<file path="src/hw/rtl/kacm_pkg.sv">
// Shared types and codes for the keyed alignment column merge unit.
// No dependencies; imported by the top level and the bench.
package kacm_pkg;

  localparam int CELL_W = 16;

  typedef logic signed [CELL_W-1:0] cell_t;

  localparam cell_t GAP_CELL = '1;

  // request codes on req_type
  localparam logic [1:0] REQ_LOAD_ONE = 2'd0;
  localparam logic [1:0] REQ_LOAD_TWO = 2'd1;
  localparam logic [1:0] REQ_MERGE    = 2'd2;

  // configuration register indexes
  localparam logic [1:0] REG_ROWS_ONE    = 2'd0;
  localparam logic [1:0] REG_ROWS_TWO    = 2'd1;
  localparam logic [1:0] REG_KEY_ROW_ONE = 2'd2;
  localparam logic [1:0] REG_KEY_ROW_TWO = 2'd3;

endpackage

</file>
<file path="src/hw/rtl/keyed_alignment_column_merge_unit.sv">
// Top level of the keyed alignment column merge unit: two column stores and
// the two-pointer merge sequencer. Depends on kacm_pkg and kacm_ram.
//
//   channel | direction | handshake          | payload
//   --------+-----------+--------------------+------------------------------------
//   in      | input     | in_valid/in_stall  | req_type, cell_a..cell_d
//   out     | output    | out_valid/out_stall| first_a..d, second_a..d, last_column
//   cfg     | input     | cfg_write          | cfg_index, cfg_data
//
// A merge start reads the heads of both stores, then emits one merged column
// per cycle while the output is not stalled; that rate is set by the registered
// read of the two stores, whose next addresses are chosen from the pointer
// update of the current column.
// Input is stalled while a merge runs. An output stall holds the result
// register and the merge pointers. Reset clears counts, pointers and valid;
// store contents are not cleared.
module keyed_alignment_column_merge_unit
  import kacm_pkg::*;
#(
  parameter int MAX_COLS   = 32,
  parameter int ROWS       = 4,
  parameter int INDEX_BITS = 16
) (
  input  logic        clk,
  input  logic        rst,
  input  logic        in_valid,
  output logic        in_stall,
  input  logic [1:0]  req_type,
  input  cell_t       cell_a,
  input  cell_t       cell_b,
  input  cell_t       cell_c,
  input  cell_t       cell_d,
  output logic        out_valid,
  input  logic        out_stall,
  output cell_t       first_a,
  output cell_t       first_b,
  output cell_t       first_c,
  output cell_t       first_d,
  output cell_t       second_a,
  output cell_t       second_b,
  output cell_t       second_c,
  output cell_t       second_d,
  output logic        last_column,
  input  logic        cfg_write,
  input  logic [1:0]  cfg_index,
  input  logic [2:0]  cfg_data
);

  localparam int ADDR_W = $clog2(MAX_COLS);
  localparam int CNT_W  = $clog2(MAX_COLS + 1);
  localparam int WORD_W = ROWS * INDEX_BITS;

  localparam logic ST_IDLE  = 1'b0;
  localparam logic ST_MERGE = 1'b1;

  logic             state, state_next;
  logic [2:0]       rows_one, rows_two;
  logic [1:0]       key_row_one, key_row_two;
  logic [CNT_W-1:0] count_one, count_two;
  logic [CNT_W-1:0] ptr_one, ptr_two, ptr_one_next, ptr_two_next;

  logic              in_fire, fire, last_next;
  logic              we_one, we_two;
  logic [WORD_W-1:0] wdata, rdata_one, rdata_two;

  cell_t in_cells [4];
  cell_t col_next [8];
  cell_t col      [8];

  logic signed [INDEX_BITS-1:0] row_one [ROWS];
  logic signed [INDEX_BITS-1:0] row_two [ROWS];
  logic signed [INDEX_BITS-1:0] key_one, key_two;
  logic [1:0] ksel_one, ksel_two;
  logic has_one, has_two, gap_one, gap_two, join_both, take_one;
  logic sel_one, sel_two;

  assign in_cells[0] = cell_a;
  assign in_cells[1] = cell_b;
  assign in_cells[2] = cell_c;
  assign in_cells[3] = cell_d;

  assign in_stall = (state != ST_IDLE);
  assign in_fire  = in_valid && !in_stall;
  assign fire     = (state == ST_MERGE) && (!out_valid || !out_stall);

  assign we_one = in_fire && (req_type == REQ_LOAD_ONE) && (count_one < CNT_W'(MAX_COLS));
  assign we_two = in_fire && (req_type == REQ_LOAD_TWO) && (count_two < CNT_W'(MAX_COLS));

  // cut each cell to the stored index width
  for (genvar r = 0; r < ROWS; r++) begin : g_pack
    assign wdata[r*INDEX_BITS +: INDEX_BITS] = in_cells[r][INDEX_BITS-1:0];
    assign row_one[r] = rdata_one[r*INDEX_BITS +: INDEX_BITS];
    assign row_two[r] = rdata_two[r*INDEX_BITS +: INDEX_BITS];
  end

  kacm_ram #(.WIDTH(WORD_W), .DEPTH(MAX_COLS)) u_store_one (
    .clk   (clk),
    .we    (we_one),
    .waddr (count_one[ADDR_W-1:0]),
    .wdata (wdata),
    .raddr (ptr_one_next[ADDR_W-1:0]),
    .rdata (rdata_one)
  );

  kacm_ram #(.WIDTH(WORD_W), .DEPTH(MAX_COLS)) u_store_two (
    .clk   (clk),
    .we    (we_two),
    .waddr (count_two[ADDR_W-1:0]),
    .wdata (wdata),
    .raddr (ptr_two_next[ADDR_W-1:0]),
    .rdata (rdata_two)
  );

  // key rows past the stored rows saturate to the top row
  assign ksel_one = (32'(key_row_one) >= ROWS) ? 2'(ROWS - 1) : key_row_one;
  assign ksel_two = (32'(key_row_two) >= ROWS) ? 2'(ROWS - 1) : key_row_two;

  always_comb begin
    key_one = row_one[0];
    key_two = row_two[0];
    for (int r = 0; r < ROWS; r++) begin
      if (2'(r) == ksel_one) key_one = row_one[r];
      if (2'(r) == ksel_two) key_two = row_two[r];
    end
  end

  assign has_one   = ptr_one < count_one;
  assign has_two   = ptr_two < count_two;
  assign gap_one   = (key_one == '1);
  assign gap_two   = (key_two == '1);
  assign join_both = (gap_one && gap_two) || (!gap_one && !gap_two && key_one == key_two);
  assign take_one  = gap_one || (!gap_two && key_one < key_two);
  assign sel_one   = has_one && (!has_two || join_both || take_one);
  assign sel_two   = has_two && (!has_one || join_both || !take_one);

  always_comb begin
    ptr_one_next = ptr_one;
    ptr_two_next = ptr_two;
    state_next   = state;
    if (state == ST_IDLE) begin
      if (in_fire && req_type == REQ_MERGE) begin
        ptr_one_next = '0;
        ptr_two_next = '0;
        if (count_one != '0 || count_two != '0) state_next = ST_MERGE;
      end
    end else if (fire) begin
      ptr_one_next = ptr_one + CNT_W'(sel_one);
      ptr_two_next = ptr_two + CNT_W'(sel_two);
      if (last_next) state_next = ST_IDLE;
    end
  end

  assign last_next = (ptr_one_next >= count_one) && (ptr_two_next >= count_two);

  // merged column: rows out of use and absent sides read as gaps
  for (genvar r = 0; r < 4; r++) begin : g_col
    if (r < ROWS) begin : g_used
      assign col_next[r] = (sel_one && 3'(r) < rows_one) ?
                           cell_t'($signed(row_one[r])) : GAP_CELL;
      assign col_next[4+r] = (sel_two && 3'(r) < rows_two) ?
                             cell_t'($signed(row_two[r])) : GAP_CELL;
    end else begin : g_unused
      assign col_next[r]   = GAP_CELL;
      assign col_next[4+r] = GAP_CELL;
    end
  end

  always_ff @(posedge clk) begin
    if (rst) begin
      state       <= ST_IDLE;
      count_one   <= '0;
      count_two   <= '0;
      ptr_one     <= '0;
      ptr_two     <= '0;
      out_valid   <= 1'b0;
      rows_one    <= 3'd1;
      rows_two    <= 3'd1;
      key_row_one <= 2'd0;
      key_row_two <= 2'd0;
    end else begin
      state   <= state_next;
      ptr_one <= ptr_one_next;
      ptr_two <= ptr_two_next;
      if (we_one) count_one <= count_one + CNT_W'(1);
      if (we_two) count_two <= count_two + CNT_W'(1);
      // empty both stores once the merge is done, empty or not
      if ((state == ST_IDLE && in_fire && req_type == REQ_MERGE &&
           count_one == '0 && count_two == '0) || (fire && last_next)) begin
        count_one <= '0;
        count_two <= '0;
      end
      if (fire) begin
        out_valid <= 1'b1;
      end else if (!out_stall) begin
        out_valid <= 1'b0;
      end
      if (cfg_write) begin
        case (cfg_index)
          REG_ROWS_ONE:    rows_one    <= cfg_data;
          REG_ROWS_TWO:    rows_two    <= cfg_data;
          REG_KEY_ROW_ONE: key_row_one <= cfg_data[1:0];
          REG_KEY_ROW_TWO: key_row_two <= cfg_data[1:0];
          default: ;
        endcase
      end
    end
  end

  always_ff @(posedge clk) begin
    if (fire) begin
      col         <= col_next;
      last_column <= last_next;
    end
  end

  assign first_a  = col[0];
  assign first_b  = col[1];
  assign first_c  = col[2];
  assign first_d  = col[3];
  assign second_a = col[4];
  assign second_b = col[5];
  assign second_c = col[6];
  assign second_d = col[7];

  a_count_bound: assert property (@(posedge clk) disable iff (rst)
    count_one <= CNT_W'(MAX_COLS) && count_two <= CNT_W'(MAX_COLS))
    else $error("store count beyond capacity");

  a_merge_has_work: assert property (@(posedge clk) disable iff (rst)
    state == ST_MERGE |-> (has_one || has_two))
    else $error("merge running with both stores exhausted");

  a_ptr_bound: assert property (@(posedge clk) disable iff (rst)
    state == ST_MERGE |-> (ptr_one <= count_one && ptr_two <= count_two))
    else $error("merge pointer past store count");

  a_last_ends: assert property (@(posedge clk) disable iff (rst)
    (fire && last_next) |=> (state == ST_IDLE && count_one == '0 && count_two == '0
                             && out_valid && last_column))
    else $error("last column did not end the merge");

  a_emit_side: assert property (@(posedge clk) disable iff (rst)
    fire |-> (sel_one || sel_two))
    else $error("merged column with neither side");

endmodule

</file>
<file path="src/hw/rtl/kacm_ram.sv">
// Generic single-port-write, single-port-read RAM with registered read data.
// No dependencies.
module kacm_ram #(
  parameter int WIDTH = 64,
  parameter int DEPTH = 32
) (
  input  logic                     clk,
  input  logic                     we,
  input  logic [$clog2(DEPTH)-1:0] waddr,
  input  logic [WIDTH-1:0]         wdata,
  input  logic [$clog2(DEPTH)-1:0] raddr,
  output logic [WIDTH-1:0]         rdata
);

  logic [WIDTH-1:0] mem [DEPTH];

  always_ff @(posedge clk) begin
    if (we) begin
      mem[waddr] <= wdata;
    end
    rdata <= mem[raddr];
  end

endmodule

</file>
<file path="config.mk">
export PLATFORM = sky130hd
export DESIGN_NAME = keyed_alignment_column_merge_unit
export DESIGN_NICKNAME = d
export VERILOG_FILES = /design/src/hw/rtl/kacm_pkg.sv /design/src/hw/rtl/keyed_alignment_column_merge_unit.sv /design/src/hw/rtl/kacm_ram.sv
export SDC_FILE = /design/constraint.sdc
export NUM_CORES = 2
export LEC_CHECK = 0
export BUFFER_PORTS_ARGS = -buffer_cell sky130_fd_sc_hd__buf_2
export CAP_MARGIN = 20
export CORE_ASPECT_RATIO = 1.75
export CORE_MARGIN = 5
export CORE_UTILIZATION = 37
export CTS_CLUSTER_DIAMETER = 60
export CTS_CLUSTER_SIZE = 12
export DETAILED_ROUTE_END_ITERATION = 10
export PLACE_DENSITY_LB_ADDON = 0.12
export SLEW_MARGIN = 10
export SYNTH_ARGS = -nofsm -noshare
export SYNTH_HDL_FRONTEND = slang
export SYNTH_SLANG_ARGS = --single-unit
</file>
<file path="constraint.sdc">
create_clock -name clk -period 6.99 [get_ports clk]
set_clock_uncertainty 0.2 [all_clocks]
set_input_delay 1.398 -clock clk [delete_from_list [all_inputs] [get_ports clk]]
set_output_delay 1.398 -clock clk [all_outputs]
set_load 0.005 [all_outputs]
</file>
Word-level counts from Yosys, hierarchy flattened:

Memory sizes are Yosys's and may differ from the RTL's. A register that Yosys moved wholly into a read port is not among the register bits.
Index checks and enable logic that the tools add are counted.

* register bits: 165
* RAM bits: 4096
* input bits: 76
* output and inout bits: 131
* word-level logic and storage cells: 134
* memories: 2

* $add $sub $neg: 4
* magnitude comparators: 15
* equal/unequal tests: 15
* muxes and demuxes: 23
* bitwise gates (word level): 1
* reductions and logical operators: 55

Memory list
* u_store_one.mem: depth 32, width 64, read ports 1, clocked after Yosys merged registers in 1, wr ports 1, RTL line kacm_ram.sv:15 `logic [WIDTH-1:0] mem [DEPTH];`
* u_store_two.mem: depth 32, width 64, read ports 1, clocked after Yosys merged registers in 1, wr ports 1, RTL line kacm_ram.sv:15

Operator list (count)
* 2-to-1 mux 16 bit: 6
* 2-to-1 mux 6 bit: 6
* equality test 16 bit, second input constant: 2
* logical AND 1 bit: 27
* equality test 16 bit: 1
* < comparator 16 bit: 1
* adder 6 x 1 -> 6 bit: 2
* adder 6 x 1 -> 6 bit, second input constant: 2
* >= comparator 6 bit: 2
* logical NOT 6 bit: 2
* < comparator 1 x 3 -> 1 bit, first input constant: 4
* < comparator 2 x 3 -> 1 bit, first input constant: 4
* < comparator 6 bit: 2
* < comparator 6 bit, second input constant: 2
* nonzero test 6 bit: 2
* 2-to-1 mux 1 bit: 11
* logical OR 1 bit: 9
* equality test 2 bit, first input constant: 4
* logical NOT 1 bit: 8
* AND reduction 2 bit: 4
* equality test 2 bit, second input constant: 3
* equality test 1 x 2 -> 1 bit, first input constant: 2
* equality test 2 x 1 -> 1 bit, second input constant: 2
* logical NOT 2 bit: 2
* other kinds (3): 3

Logic depth before layout (Yosys ltp):

* depth in word-level cells: 20
* mapped depth: 30
* depth with buffers taken out: 22

Modules after synthesis:

Synthesis repeated with hierarchy kept, for this count alone.

* cell total of the unflattened synthesis: 6983
* area total of the unflattened synthesis: 166669.8 µm²

By module, submodules not included
* kacm_ram: instances 2, cells each 3097, area an instance 78964.5 µm², sequential area each 62780.2 µm²
* keyed_alignment_column_merge_unit: instances 1, cells each 789, area an instance 8740.9 µm², sequential area each 4594.4 µm²

Least setup slack after synthesis:

Ideal clock, no wire load.

* path kind: reg2reg
* start: register key_row_one[0]
* end: register count_one[4]
* setup time: 0.158 ns
* arrival: 5.878 ns
* data required time: 6.632 ns
* setup slack: 0.754 ns
* cell stages (with the launch flop): 30
* cell sequence: dfxtp_1 buf_4 buf_6 mux4_2 ha_1 nand4_1 or4_1 a21oi_1 or3_1 mux2i_1 o2bb2ai_1 buf_4 buf_4 ha_1 ha_1 inv_1 o211ai_2 and2_1 buf_2 inv_2 buf_2 buf_2 buf_2 ha_1 a21oi_1 nor2b_1 o211ai_1 a221oi_1 clkbuf_1 nor4_1

* word-level cells in the longest chain between the ends: 20
* elaborated cells on any way between the ends: 35

Ends and longest elaborated chain
* start, declared: RTL line keyed_alignment_column_merge_unit.sv:58 `logic [1:0] key_row_one, key_row_two;`
* start signal, assigned: RTL line keyed_alignment_column_merge_unit.sv:201 `REG_KEY_ROW_ONE: key_row_one <= cfg_data[1:0];`
* equality test 1 x 2 -> 1 bit: RTL line keyed_alignment_column_merge_unit.sv:122 `if (2'(r) == ksel_one) key_one = row_one[r];`
* 2-to-1 mux 16 bit (2 in a row): RTL line keyed_alignment_column_merge_unit.sv:122
* 2-to-1 mux 16 bit *: RTL line keyed_alignment_column_merge_unit.sv:122
* branches (longest 6 deep; another with < comparator 16 bit)
* logical OR 1 bit *: RTL line keyed_alignment_column_merge_unit.sv:133 `assign sel_one = has_one && (!has_two || join_both || take_one);`
* logical AND 1 bit *: RTL line keyed_alignment_column_merge_unit.sv:133
* adder 6 x 1 -> 6 bit *: RTL line keyed_alignment_column_merge_unit.sv:147 `ptr_one_next = ptr_one + CNT_W'(sel_one);`
* 2-to-1 mux 6 bit *: RTL line keyed_alignment_column_merge_unit.sv:146 `end else if (fire) begin`
* 2-to-1 mux 6 bit *: RTL line keyed_alignment_column_merge_unit.sv:140 `if (state == ST_IDLE) begin`
* net ptr_one_next[2]: RTL line keyed_alignment_column_merge_unit.sv:60 `logic [CNT_W-1:0] ptr_one, ptr_two, ptr_one_next, ptr_two_next;`
* >= comparator 6 bit *: RTL line keyed_alignment_column_merge_unit.sv:153 `assign last_next = (ptr_one_next >= count_one) && (ptr_two_next >= count_two);`
* logical AND 1 bit *: RTL line keyed_alignment_column_merge_unit.sv:153
* logical AND 1 bit *: RTL line keyed_alignment_column_merge_unit.sv:188 `count_one == '0 && count_two == '0) || (fire && last_next)) begin`
* logical OR 1 bit *: RTL line keyed_alignment_column_merge_unit.sv:188
* OR reduction 2 bit (no line) *
* end signal, assigned: RTL line keyed_alignment_column_merge_unit.sv:184 `if (we_one) count_one <= count_one + CNT_W'(1);`
* end, declared: RTL line keyed_alignment_column_merge_unit.sv:59 `logic [CNT_W-1:0] count_one, count_two;`

Mark *: on every way through the listed nets, which the timed path passes.
A chain may end at the register's enable or synchronous reset.

Final worst setup path:

* start: register u_store_two.rdata[44], read port of u_store_two.mem
* end: register u_store_one.rdata[12], read port of u_store_one.mem

* word-level cells in the longest chain between the ends: 13
* elaborated cells on any way between the ends: 18

Ends and longest elaborated chain
* start, declared: RTL line kacm_ram.sv:12 `output logic [WIDTH-1:0] rdata`
* 2-to-1 mux 16 bit * (2 in a row): RTL line keyed_alignment_column_merge_unit.sv:123 `if (2'(r) == ksel_two) key_two = row_two[r];`
* branches (longest 6 deep; another with < comparator 16 bit)
* logical OR 1 bit *: RTL line keyed_alignment_column_merge_unit.sv:133
* logical AND 1 bit *: RTL line keyed_alignment_column_merge_unit.sv:133
* adder 6 x 1 -> 6 bit *: RTL line keyed_alignment_column_merge_unit.sv:147
* 2-to-1 mux 6 bit *: RTL line keyed_alignment_column_merge_unit.sv:146
* 2-to-1 mux 6 bit *: RTL line keyed_alignment_column_merge_unit.sv:140
* net ptr_one_next[3]: RTL line keyed_alignment_column_merge_unit.sv:60
* end, declared: RTL line kacm_ram.sv:12

Marks and branches as above.

==> impl_results.md <==
- Outcome: completed
- Port buffer count: 206
- Post-synth EDFFs: 4225
- Share of layout cells above drive strength 1: 0.1372
- CTS sink count: 4389
- Ys flop type: edfxtp_1
- WS Path Type: reg -> reg
- Vias in the first global route: 101500
- Slew @ Worst Pin: 1.230 ns
- Mapped Nets: 10740
- Critical Path End Type: flop
- CTS Hold Bufs: 0
- FF+latch count, synth: 4389
- Starting density of the core: 0.3705
- Die Span X: 521.8 µm
- Largest net degree at the start of global routing: 131
- Post-layout util: 0.4251
- Synth top area share: 0.7481
- Root Driver: clkbuf_16
- Cell accounting for the most synthesized area: edfxtp_1
- Synth Cell Area: 169600 µm²
- Mux share of post-synthesis cell area: 0.06132
- Hold Vio Cnt, Final: 0
- Top cells by count, synth: edfxtp_1, nand2_1, mux2i_1
- Final Slew Violations: 0
- Most numerous cell in the Yosys netlist: edfxtp_1
- Placer Congestion: 0.8775
- Area contributors post-synth: edfxtp_1, mux2i_1, nand2_1, dfxtp_1, mux4_2
- Unrepaired setup endpoints after global routing: false
- Post-Synthesis Cells: 10610
- Final worst path period share: 0.9905
- Worst setup SP type: flop
- CTS tree: yes
- Sequential share of the synthesized area: 0.7674
- Crit path time final: 6.923 ns
- Synth Area in Compound Gates: 0.07347
- Setup bufs post-CTS: 0
- Final Routed Wirelength: 611200 µm
- Slew HR: 0.1785
- Syn Area/Cell: 15.98 µm²
- Netlist cell types: 82
- TritonRoute pass-1 iters: 6
- DR iter-0 viols: 10560
- Fillers: 41360
- IO Count: 207
- # rows: 329
- Clk_lat worst skew: 1.01 ns
- Htree depth: 5
- Worst hold path class: reg -> reg
- Worst VDD drop: 0.2169 mV
- Peak Freq: 144.4 MHz
- Fin Hold WS: 0.3021 ns
- WP data required: 7.64 ns
- Total congestion overflow: 0
- Core Footprint: 457700 µm²
- Asr flop ratio synth: 0
- Area Overhead vs Synth: 14.73%
- Main combinational cell family by area after synthesis: compound AO/OA/AOI/OAI gates
- DRT antenna net count: 0
- Drt drc: 0
- Pwr Density: 262.7 nW/µm²
- Hpwl dp: 359700 µm
- Worst Path Max Fanout: 20
- Via-to-Cell Ratio: 5.766
- Placed Instances: 16850
- CTS Buf Count: 413
- Avg WL per Cell: 34.72 µm
- Critical path arrival: 7.57 ns
- Final-report setup violation count: 0
- Vias post-DR: 101500
- Max-cap violations: 0
- Xor-xnor portion of the synthesized cell area: 0.0004131
- Post-Synth Adder-Cell Area: 0.003689
- Simple-gate share of the synthesized area: 0.07309
- Clock tree buffer depth: 4
- GRT Overall Usage: 0.2512
- First-pass GRT wire length: 834000 µm
- Final nets: 11270
- Initial antenna violation count: 55
- Synth warn: 0
- Die span in y: 905.6 µm
- Die Area: 472500 µm²
- Leakage: 66.48 nW
- Finished Cell Area: 194600 µm²
- Post-Layout Cell Count: 17610
- Clock slew seen by the registers of the worst setup and hold paths: 0.06 ns
- Dpl cell area: 182400 µm²
-- where the power goes --
part | internal, mW | switching [mW]
combinational | 0.246 | 0.849
clock | 11.3 | 9.76
sequential | 28.9 | 0.0942
-- critical path, cell delays in order, from the launching register on --
cell and delay, ns:
dfxtp_1 0.98, mux4_2 0.44, inv_1 0.05, ha_1 0.27, nand4_1 0.16, or4_1 0.58, a21oi_1 0.17, or3_1 0.18
mux2i_1 0.39, o2bb2ai_4 0.13, ha_1 0.26, nand3_1 0.18, o211a_1 0.28, nor2_1 0.11, inv_1 0.47, nand2_2 0.39
nor2_4 0.52, buf_4 0.50, a22oi_1 0.17, nand4_1 0.30
-- cells by family (layout without fill, tap and decap cells) --
group	count (synthesis)	in the layout
XOR/XNOR	8	8
multiplexers	869	869
other	0	50
flip-flops	4389	4389
AND/OR/NAND/NOR	2687	2687
buffers and inverters	755	1573
adder cells (fa/ha/maj)	50	50
AO/OA/AOI/OAI	1856	1856
-- layer usage --
| metal | up-vias | wire length (µm) | global-route usage |
|---|---|---|---|
| li1 | 42830 | - | - |
| met1 | 53620 | 224700 | 0.2958 |
| met2 | 3933 | 315500 | 0.4476 |
| met3 | 1093 | 35850 | 0.03541 |
| met4 | 36 | 34900 | 0.1246 |
| met5 | - | 228 | 0 |
-- metrics by stage --
stage,power (mW),TNS [ns],setup WS [ns]
detailed placement,30.62,0,0.1005
floorplan,29.80,0,0.7539
finish,51.12,0,0.06660
global route,52.63,0,0.005361
CTS,51.56,0,0.08324
global placement,30.59,-0.9875,-0.5823
-- flip-flops by register name, indices dropped and copies added, names as in the netlist, 3 cells and up --
register,cells
u_store_one.mem,2048
u_store_two.mem,2048
u_store_one.rdata,64
u_store_two.rdata,64
first_a,16
first_b,16
first_c,16
first_d,16
second_a,16
second_b,16
second_c,16
second_d,16
count_one,6
count_two,6
ptr_one,6
ptr_two,6
rows_one,3
rows_two,3
-- layout by cell type, fill, tap and decap left out, types with 69 or more instances in the layout --
| cell | count |
|---|---|
| edfxtp_1 | 4225 |
| nand2_1 | 1461 |
| mux2i_1 | 733 |
| buf_4 | 462 |
| clkbuf_16 | 422 |
| and3_1 | 409 |
| a211oi_1 | 392 |
| o22ai_1 | 378 |
| a31oi_1 | 334 |
| nand3_1 | 288 |
| clkbuf_1 | 250 |
| buf_2 | 204 |
| o21ai_0 | 186 |
| a21oi_1 | 178 |
| dfxtp_1 | 160 |
| buf_12 | 160 |
| mux4_2 | 136 |
| nor2_1 | 136 |
| nand4_1 | 110 |
| a22oi_1 | 106 |
| nor4_1 | 91 |
| a32oi_1 | 84 |
| nor2_4 | 69 |
-- final timing paths --
check / startpoint / to / slack, ns / depth (start not counted)
worst min register to register: key_row_two[1] / key_row_two[1] / 0.30 / 2
worst max-delay path: u_store_two.rdata[44] / u_store_one.rdata[12] / 0.07 / 19
worst max register to register: u_store_two.rdata[44] / u_store_one.rdata[12] / 0.07 / 19
worst min-delay path: key_row_two[1] / key_row_two[1] / 0.30 / 2
-- repair_timing --
item | CTS | global route
endpoints found under the hold margin | 0 | 0
gates resized for setup | 0 | 2
setup endpoints to repair | 0 | 2
-- layout make-up --
class / instances / area (µm²) / share of cell area
Sequential cell: 4389 / 130200 / 0.6690
Multi-Input combinational cell: 5470 / 36760 / 0.1889
Clock buffer: 675 / 11540 / 0.05931
Timing Repair Buffer: 827 / 7720 / 0.03968
Tap cell: 6123 / 7661 / 0.03937
Clock inverter: 26 / 389.1 / 0.002000
Inverter: 45 / 219.0 / 0.001125
Antenna cell: 50 / 125.1 / 0.0006430
(Power assumes the default switching activity.)
